`src/rtl/core/cfes_pkg.sv`:
```
// Shared types and constants of the channel fade envelope sequencer.
package cfes_pkg;

  localparam logic [2:0] ST_START = 3'd0;
  localparam logic [2:0] ST_DELAY = 3'd1;
  localparam logic [2:0] ST_UP    = 3'd2;
  localparam logic [2:0] ST_HOLD  = 3'd3;
  localparam logic [2:0] ST_DOWN  = 3'd4;
  localparam logic [2:0] ST_END   = 3'd5;
  localparam logic [2:0] ST_IDLE  = 3'd6;

  localparam logic [3:0] SEL_DELAY   = 4'd0;
  localparam logic [3:0] SEL_RISE    = 4'd1;
  localparam logic [3:0] SEL_HOLD    = 4'd2;
  localparam logic [3:0] SEL_FALL    = 4'd3;
  localparam logic [3:0] SEL_REPEAT  = 4'd4;
  localparam logic [3:0] SEL_LEVEL   = 4'd5;
  localparam logic [3:0] SEL_REPMODE = 4'd6;
  localparam logic [3:0] SEL_OUTMODE = 4'd7;
  localparam logic [3:0] SEL_ENABLE  = 4'd8;
  localparam logic [3:0] SEL_TOP     = 4'd9;
  localparam logic [3:0] SEL_BOTTOM  = 4'd10;

  localparam logic [3:0] RM_FOREVER = 4'd0;
  localparam logic [3:0] RM_OFF     = 4'd1;
  localparam logic [3:0] RM_ON      = 4'd2;

  localparam logic [3:0] OM_NORMAL   = 4'd0;
  localparam logic [3:0] OM_INVERT   = 4'd1;
  localparam logic [3:0] OM_THRESH   = 4'd2;
  localparam logic [3:0] OM_FOLD     = 4'd3;
  localparam logic [3:0] OM_FOLD_INV = 4'd4;

  localparam logic [1:0] REG_ENABLE     = 2'd0;
  localparam logic [1:0] REG_FIRST_SLOT = 2'd1;
  localparam logic [1:0] REG_CHAN_COUNT = 2'd2;

  localparam int MAX_CHANNELS = 32;

  typedef struct packed {
    logic [2:0]  stage;
    logic [15:0] step;
    logic [7:0]  cur;
    logic [15:0] reps;
    logic [15:0] delay;
    logic [15:0] rise;
    logic [15:0] hold;
    logic [15:0] fall;
    logic [15:0] target;
    logic [7:0]  upper;
    logic [7:0]  lower;
    logic [7:0]  mode;
    logic [7:0]  last_lvl;
  } chan_rec_t;

  localparam chan_rec_t REC_RESET = '{
    stage:    ST_IDLE,
    step:     16'd0,
    cur:      8'd0,
    reps:     16'd0,
    delay:    16'd100,
    rise:     16'd10,
    hold:     16'd100,
    fall:     16'd10,
    target:   16'd0,
    upper:    8'd255,
    lower:    8'd0,
    mode:     8'd0,
    last_lvl: 8'd0
  };

  typedef struct packed {
    logic        is_write;
    logic [3:0]  sel;
    logic [15:0] value;
  } upd_ctl_t;

endpackage

```
`src/rtl/core/cfes_update.sv`:
```
// Record update: field writes, envelope stepping and output level mapping.
module cfes_update #(
  parameter int FULL_SCALE = 255
) (
  input  cfes_pkg::upd_ctl_t  ctl,
  input  cfes_pkg::chan_rec_t rec_in,
  output cfes_pkg::chan_rec_t rec_out,
  output logic [7:0]          level,
  output logic [2:0]          stage_code
);

  localparam logic signed [10:0] FS_S   = 11'(FULL_SCALE);
  localparam logic signed [10:0] HALF_S = 11'(FULL_SCALE / 2);

  cfes_pkg::chan_rec_t r;
  logic signed [10:0]  g;
  logic signed [10:0]  fold;
  logic signed [10:0]  mapped;
  logic [7:0]          lvl;

  always_comb begin
    r      = rec_in;
    g      = '0;
    fold   = '0;
    mapped = '0;
    lvl    = rec_in.last_lvl;
    if (ctl.is_write) begin
      case (ctl.sel)
        cfes_pkg::SEL_DELAY:   r.delay  = ctl.value;
        cfes_pkg::SEL_RISE:    r.rise   = ctl.value;
        cfes_pkg::SEL_HOLD:    r.hold   = ctl.value;
        cfes_pkg::SEL_FALL:    r.fall   = ctl.value;
        cfes_pkg::SEL_REPEAT:  r.target = ctl.value;
        cfes_pkg::SEL_LEVEL:   r.cur    = ctl.value[7:0];
        cfes_pkg::SEL_REPMODE: r.mode   = {r.mode[7:4], ctl.value[3:0]};
        cfes_pkg::SEL_OUTMODE: begin
          if (ctl.value[3:0] <= cfes_pkg::OM_FOLD_INV) begin
            r.mode = {ctl.value[3:0], r.mode[3:0]};
          end
        end
        cfes_pkg::SEL_ENABLE: begin
          r.stage = (ctl.value != 16'd0) ? cfes_pkg::ST_START : cfes_pkg::ST_IDLE;
          r.reps  = 16'd0;
        end
        cfes_pkg::SEL_TOP:    r.upper = ctl.value[7:0];
        cfes_pkg::SEL_BOTTOM: r.lower = ctl.value[7:0];
        default: ;
      endcase
    end else begin
      case (r.stage)
        cfes_pkg::ST_START: begin
          r.step  = r.delay;
          r.stage = cfes_pkg::ST_DELAY;
        end
        cfes_pkg::ST_DELAY: begin
          if (r.step == 16'd0) begin
            r.step  = r.rise;
            r.stage = cfes_pkg::ST_UP;
          end else begin
            r.step = r.step - 16'd1;
          end
        end
        cfes_pkg::ST_UP: begin
          if (r.step == 16'd0) begin
            if (r.cur >= r.upper) begin
              r.step  = r.hold;
              r.stage = cfes_pkg::ST_HOLD;
            end else begin
              r.cur  = r.cur + 8'd1;
              r.step = r.rise;
            end
          end else begin
            r.step = r.step - 16'd1;
          end
        end
        cfes_pkg::ST_HOLD: begin
          if (r.step == 16'd0) begin
            r.step  = r.fall;
            r.stage = cfes_pkg::ST_DOWN;
          end else begin
            r.step = r.step - 16'd1;
          end
        end
        cfes_pkg::ST_DOWN: begin
          if (r.step == 16'd0) begin
            if (r.cur <= r.lower) begin
              r.stage = cfes_pkg::ST_END;
            end else begin
              r.cur = r.cur - 8'd1;
            end
            r.step = r.fall;
          end else begin
            r.step = r.step - 16'd1;
          end
        end
        cfes_pkg::ST_END: begin
          case (r.mode[3:0])
            cfes_pkg::RM_FOREVER: r.stage = cfes_pkg::ST_START;
            cfes_pkg::RM_OFF, cfes_pkg::RM_ON: begin
              if (r.reps >= r.target) begin
                if (r.step == 16'd0) begin
                  if (r.mode[3:0] == cfes_pkg::RM_OFF && r.cur > r.lower) begin
                    r.cur = r.cur - 8'd1;
                  end else if (r.mode[3:0] == cfes_pkg::RM_ON && r.cur < r.upper) begin
                    r.cur = r.cur + 8'd1;
                  end else begin
                    r.stage = cfes_pkg::ST_IDLE;
                    r.reps  = 16'd0;
                  end
                  r.step = r.fall;
                end else begin
                  r.step = r.step - 16'd1;
                end
              end else begin
                r.stage = cfes_pkg::ST_START;
                r.reps  = r.reps + 16'd1;
              end
            end
            default: begin
              r.stage = cfes_pkg::ST_IDLE;
              r.reps  = 16'd0;
            end
          endcase
        end
        default: ;
      endcase

      g = signed'({3'b000, r.cur});
      if (g <= HALF_S - 11'sd1) begin
        fold = (HALF_S - 11'sd1 - g) * 11'sd2 + 11'sd1;
      end else begin
        fold = (g - HALF_S) * 11'sd2 + 11'sd1;
      end
      case (r.mode[7:4])
        cfes_pkg::OM_NORMAL:   mapped = g;
        cfes_pkg::OM_INVERT:   mapped = FS_S - g;
        cfes_pkg::OM_THRESH:   mapped = (g >= HALF_S) ? signed'({3'b000, r.upper})
                                                      : signed'({3'b000, r.lower});
        cfes_pkg::OM_FOLD:     mapped = fold;
        cfes_pkg::OM_FOLD_INV: mapped = FS_S - fold;
        default:               mapped = signed'({3'b000, r.last_lvl});
      endcase
      if (mapped < 11'sd0) begin
        lvl = 8'd0;
      end else if (mapped > 11'sd255) begin
        lvl = 8'd255;
      end else begin
        lvl = mapped[7:0];
      end
      r.last_lvl = lvl;
    end
  end

  assign rec_out    = r;
  assign level      = lvl;
  assign stage_code = r.stage;

endmodule

```
`config.mk`:
```
export PLATFORM = sky130hd
export DESIGN_NAME = cfes_update
export DESIGN_NICKNAME = d
export VERILOG_FILES = /design/src/rtl/core/cfes_pkg.sv /design/src/rtl/core/cfes_update.sv
export SDC_FILE = /design/constraint.sdc
export NUM_CORES = 1
export LEC_CHECK = 0
export BUFFER_PORTS_ARGS = -buffer_cell sky130_fd_sc_hd__buf_2
export CAP_MARGIN = 0
export CORE_AREA = 4 4 130 132
export DETAILED_ROUTE_END_ITERATION = 10
export DIE_AREA = 0 0 134 136
export PLACE_DENSITY = 0.76
export SLEW_MARGIN = 10
export SYNTH_ARGS = -nofsm -noshare
export SYNTH_HDL_FRONTEND = slang
export SYNTH_SLANG_ARGS = --single-unit
```
`constraint.sdc`:
```
create_clock -name vclk -period 17.5
set_clock_uncertainty 0.1 [all_clocks]
set_input_delay 5.25 -clock vclk [all_inputs]
set_output_delay 5.25 -clock vclk [all_outputs]
set_load 0.03 [all_outputs]
```
# Yosys cells after proc, flatten, opt, wreduce, memory -nomap -nowiden
# Index checks and enable logic that the tools add are counted.
totals:
  reg_bits: 0
  latch_bits: 0
  mem_bits_rw: 0
  mem_bits_ro: 0
  inputBits: 176
  output_inout_bits: 166
  word_cells: 107
  n_memories: 0
op_classes:
  addsub: 10
  mul: 0
  div_mod_pow: 0
  magnitude_cmp: 10
  n_eq_ne: 21
  n_shift: 0
  mux: 57
  bitwise_logic: 0
  n_reduce_logical: 9
op_table:
  columns: ["op", "count"]
  rows:
  - ["2-to-1 mux 16 bit", 15]
  - ["2-to-1 mux 8 bit", 15]
  - ["case mux 19 bit (6 select lines)", 1]
  - ["2-to-1 mux 104 bit", 1]
  - ["2-to-1 mux 24 bit", 4]
  - ["case mux 11 bit (5 select lines)", 1]
  - ["2-to-1 mux 3 bit", 13]
  - ["2-to-1 mux 11 bit", 3]
  - ["case mux 16 bit (2 select lines)", 1]
  - ["case mux 8 bit (3 select lines)", 1]
  - ["adder 10 x 2 -> 11 bit (second input constant)", 2]
  - ["== test 4 x 2 -> 1 bit (second input constant)", 5]
  - ["== test 4 x 3 -> 1 bit (second input constant)", 5]
  - ["adder 16 x 1 -> 16 bit (second input constant)", 1]
  - ["greater-or-equal comparator 16 bit", 1]
  - ["zero test 16 bit", 1]
  - ["case mux 8 bit (2 select lines)", 1]
  - ["nonzero test 16 bit", 1]
  - ["subtractor 16 x 1 -> 16 bit (second input constant)", 1]
  - ["== test 4 x 1 -> 1 bit (second input constant)", 3]
  - ["== test 4 bit (second input constant)", 3]
  - ["zero test 4 bit", 3]
  - ["greater-than comparator 11 x 9 -> 1 bit (second input constant)", 1]
  - ["less-than comparator 11 x 1 -> 1 bit (second input constant)", 1]
  - ["20 further kinds", 23]

# Logic depth before layout (Yosys ltp)
depth:
  depth_word: 20
  depth_mapped: 24

# Least setup slack after synthesis
# Ideal clock, no wire load.
synth_path:
  path_kind: "in2out"
  start: "input port rec_in[138] (netlist bit)"
  end: "output port rec_out[7] (netlist bit)"
  arrival_time_ps: 11026
  t_required_ps: 12150
  setup_slack_ps: 1124
  cell_stages: 22
  path_cell_list: "buf_6 > or4_1 > or2_2 > or3_1 > clkbuf_1 > nor3_1 > a211oi_1 > o21bai_1 > xnor2_1 > ha_1 > clkbuf_1 > o21ai_0 > o31ai_1 > nand3_1 > ha_1 > or3_1 > nor2b_1 > a221o_1 > nor2_4 > a211oi_1 > a311oi_1 > buf_4"
synth_via:
  elab_chain_len: 17
  elab_cells_between_ends: 26
  classes_between: "add/sub: 6; order compare: 4; mux: 15; reduce/logical: 1"
synth_rtl:
  columns: ["item", "line", "source"]
  rows:
  - ["from (decl)", "cfes_update.sv:6", "input cfes_pkg::chan_rec_t rec_in,"]
  - ["zero test 16 bit *", "cfes_update.sv:64, cfes_update.sv:85, cfes_update.sv:101", null]
  - ["2-to-1 mux 24 bit", "cfes_update.sv:101", "if (r.step == 16'd0) begin"]
  - ["2-to-1 mux 24 bit", "cfes_update.sv:100", "if (r.reps >= r.target) begin"]
  - ["2-to-1 mux 24 bit", "cfes_update.sv:97", "case (r.mode[3:0])"]
  - ["case mux 8 bit (3 select lines) *", "cfes_update.sv:50", "case (r.stage)"]
  - ["2-to-1 mux 8 bit *", "cfes_update.sv:27", "if (ctl.is_write) begin"]
  - ["subtractor 8 x 7 -> 9 bit or subtractor 7 x 8 -> 9 bit (tied branches)", "cfes_update.sv:132, cfes_update.sv:130", null]
  - ["adder 10 x 2 -> 11 bit (on tied branches)", "cfes_update.sv:132, cfes_update.sv:130", null]
  - ["2-to-1 mux 11 bit", "cfes_update.sv:129", "if (g <= HALF_S - 11'sd1) begin"]
  - ["2-to-1 mux 11 bit", "cfes_update.sv:27", null]
  - ["subtractor 9 x 11 -> 11 bit", "cfes_update.sv:140", "cfes_pkg::OM_FOLD_INV: mapped = FS_S - fold;"]
  - ["case mux 11 bit (5 select lines) *", "cfes_update.sv:134", "case (r.mode[7:4])"]
  - ["2-to-1 mux 11 bit *", "cfes_update.sv:27", null]
  - ["greater-than comparator 11 x 9 -> 1 bit", "cfes_update.sv:145", "end else if (mapped > 11'sd255) begin"]
  - ["2-to-1 mux 8 bit", "cfes_update.sv:145", null]
  - ["2-to-1 mux 8 bit *", "cfes_update.sv:143", "if (mapped < 11'sd0) begin"]
  - ["2-to-1 mux 8 bit *", null, null]
  - ["to (decl)", "cfes_update.sv:7", "output cfes_pkg::chan_rec_t rec_out,"]
# Every way passes the cells marked *; elsewhere a longest branch is shown, timed or not. The select of a mux whose other input is x is not followed.

==> run metrics <==
DIE WIDTH 134 µm; post-CTS setup buffer count 0; final period utilization 0.941; register area 0 µm²; Max Slew Vio Count 0; CP Max Fanout 9; Int Pwr 82.0 µW; Buf/Inv on CP 2; number of sequential cells 0; Setup-failing EPs final 0; GR Util All Layers 0.349; gpl congestion 1.05; largest net degree at the start of global routing 41; post-synthesis sequential area ratio 0; status finished clean; core area 0.0157 mm²; Hold Path Class input pin to primary output; unrepaired setup endpoints after global routing no; DR iter-0 viols 1,169; Post-DRT Antenna Nets 0; maxcap violations 0; Final Worst Setup Slack 1.03 ns; Filler cells 1,693; post-cts gate resize count 0; Yosys Warn Count 0; Mapped Area 0.00615 mm²; placed cell areas 0.00788 mm²; vias in the first global route 8,210; DRC Markers 0; drt pass-1 iters 6; CP Launch Type input pin; Worst-Margin Slew 1.22 ns; Fin Setup TNS 0 ns; fmax 60.7 MHz; die height 136 µm; combinational share of power 1.000; Worst Path Arrival 11.12 ns; Peak VDD IR 0.0234 mV; CP endpoint kind primary output; NetSw 175 µW; initial antenna violation count 7; Nets 1,453; WL per Instance 23.6 µm; post-synth net total 1,175; Netlist cell types 73; row cnt 46; Final Util 0.502; pwr dens 32.6 mW/mm²; worst hold slack 10.80 ns; first-pass GRT wire length 49,900 µm; final global-route overflow total 0; initial core utilization 0.391; worst rel slew slack 0.175; sequential fraction of design power 0; Clk pwr share 0; Worst Path Required 12.15 ns; Post-Place Setup Slack 1.16 ns; Final Hold Viols 0; switching share of total power 0.681; max incr delay on CP 0.61 ns; critical path class input pin to primary output; Vias 8,982; io pins 342; dpl hpwl 28,000 µm; Final Instance Area 0.00790 mm²; minimum clock period 16.47 ns; leakage power 0.00362 µW; hold buffers post-CTS 0; clock buffers 0; synthesized instance count 959; layout cells sized above 1 0.377; Area growth, synth to finish 28.4%; syn_area_per_cell 6.41 µm²; vias per cell 6.17; Slowest-stage cell, CP a2111oi_2; CP top delay family simple AND/OR/NAND/NOR gates; port bufs 342; die area 0.0182 mm²; cells along the critical path buf_2, or4_1, or2_2, or3_1, a2111oi_2, o21bai_1, xnor2_1, ha_1, o21ai_0, o31ai_1, nand3_1, ha_1, or3_1, nor2b_1, a221o_1, nor2_4, a211oi_1, a211oi_1, buf_2; WL final 34,400 µm
[per-layer routing]
layer / wire [µm] / vias up / global-route usage
li1: - / 4143 / -
met1: 14000 / 4193 / 0.470
met2: 14800 / 584 / 0.534
met3: 4820 / 58 / 0.132
met4: 643 / 4 / 0.0686
met5: 22 / - / 0
[area by class of cell]
type | instances | area, µm² | area share
multi-input combinational | 832 | 5620 | 0.712
antenna | 5 | 12.5 | 0.00158
timing repair buffer | 356 | 1820 | 0.230
tap | 216 | 270 | 0.0342
inverter | 47 | 176 | 0.0223
[power groups by stage]
stage                     Combinational (µW)  Sequential, µW  Clock [µW]
after CTS                                252               0           0
after global routing                     273               0   0.0000383
after global placement                   250               0           0
after detailed placement                 251               0           0
after floorplan                          162               0           0
final                                    257               0   0.0000383
[cells in the mapped netlist, types with 5 or more instances]
| master | number | share of area |
|---|---|---|
| o21ai_0 | 89 | 0.072 |
| nand3b_1 | 8 | 0.0098 |
| ha_1 | 40 | 0.081 |
| xor2_1 | 9 | 0.013 |
| and2_1 | 10 | 0.010 |
| o31ai_1 | 5 | 0.0061 |
| a22o_1 | 9 | 0.013 |
| a22oi_1 | 8 | 0.0098 |
| mux2i_1 | 21 | 0.034 |
| a21oi_1 | 79 | 0.064 |
| xnor2_1 | 16 | 0.023 |
| nand4_1 | 9 | 0.0092 |
| a21o_1 | 7 | 0.0085 |
| inv_1 | 46 | 0.028 |
| nand2_1 | 118 | 0.072 |
| nand3_1 | 26 | 0.021 |
| or4_1 | 5 | 0.0061 |
| o2bb2ai_1 | 6 | 0.0085 |
| buf_4 | 12 | 0.015 |
| a222oi_1 | 7 | 0.011 |
| mux2_2 | 88 | 0.16 |
| clkbuf_1 | 58 | 0.035 |
| and4_1 | 6 | 0.0085 |
| a211oi_1 | 11 | 0.013 |
| a31oi_1 | 12 | 0.012 |
| nor4_1 | 8 | 0.0081 |
| a221oi_1 | 12 | 0.017 |
| o2111ai_1 | 5 | 0.0071 |
| nor3_1 | 33 | 0.027 |
| and3_1 | 9 | 0.0092 |
| or2_2 | 7 | 0.0071 |
| or3_1 | 17 | 0.017 |
| nand2b_1 | 14 | 0.014 |
| nor2_1 | 75 | 0.046 |
[final timing paths]
check,startpoint,end,slack [ns],depth (start not counted)
setup / recovery,rec_in[138],rec_out[5],1.03,19
hold / removal,rec_in[4],rec_out[4],10.80,4
[per-stage QoR]
step           std cells  power (µW)
2_1_floorplan        959         162
3_3_place_gp        1451         250
3_5_place_dp        1451         251
4_1_cts             1451         252
5_1_grt             1456         273
6_report            1456         257
[placed cells by master, fill, tap and decap left out, types with 7 or more instances in the layout]
master | synthesis | final
a211oi_1 | 11 | 11
a21o_1 | 7 | 7
a21oi_1 | 79 | 79
a221oi_1 | 12 | 12
a222oi_1 | 7 | 7
a22o_1 | 9 | 9
a22oi_1 | 8 | 8
a31oi_1 | 12 | 12
and2_1 | 10 | 10
and3_1 | 9 | 9
buf_2 | 1 | 342
buf_4 | 12 | 14
ha_1 | 40 | 40
inv_1 | 46 | 46
mux2_2 | 88 | 88
mux2i_1 | 21 | 21
nand2_1 | 118 | 118
nand2b_1 | 14 | 14
nand3_1 | 26 | 26
nand3b_1 | 8 | 8
nand4_1 | 9 | 9
nor2_1 | 75 | 75
nor3_1 | 33 | 31
nor4_1 | 8 | 8
o21ai_0 | 89 | 89
or2_2 | 7 | 7
or3_1 | 17 | 17
xnor2_1 | 16 | 16
xor2_1 | 9 | 9
[kinds of logic after synthesis]
kind of cell	synth area share
AO/OA/AOI/OAI	0.309
AND/OR/NAND/NOR	0.291
XOR/XNOR	0.0356
multiplexers	0.195
buffers and inverters	0.0881
adder cells (fa/ha/maj)	0.0814
No activity file was read; power rests on OpenSTA's default activity.
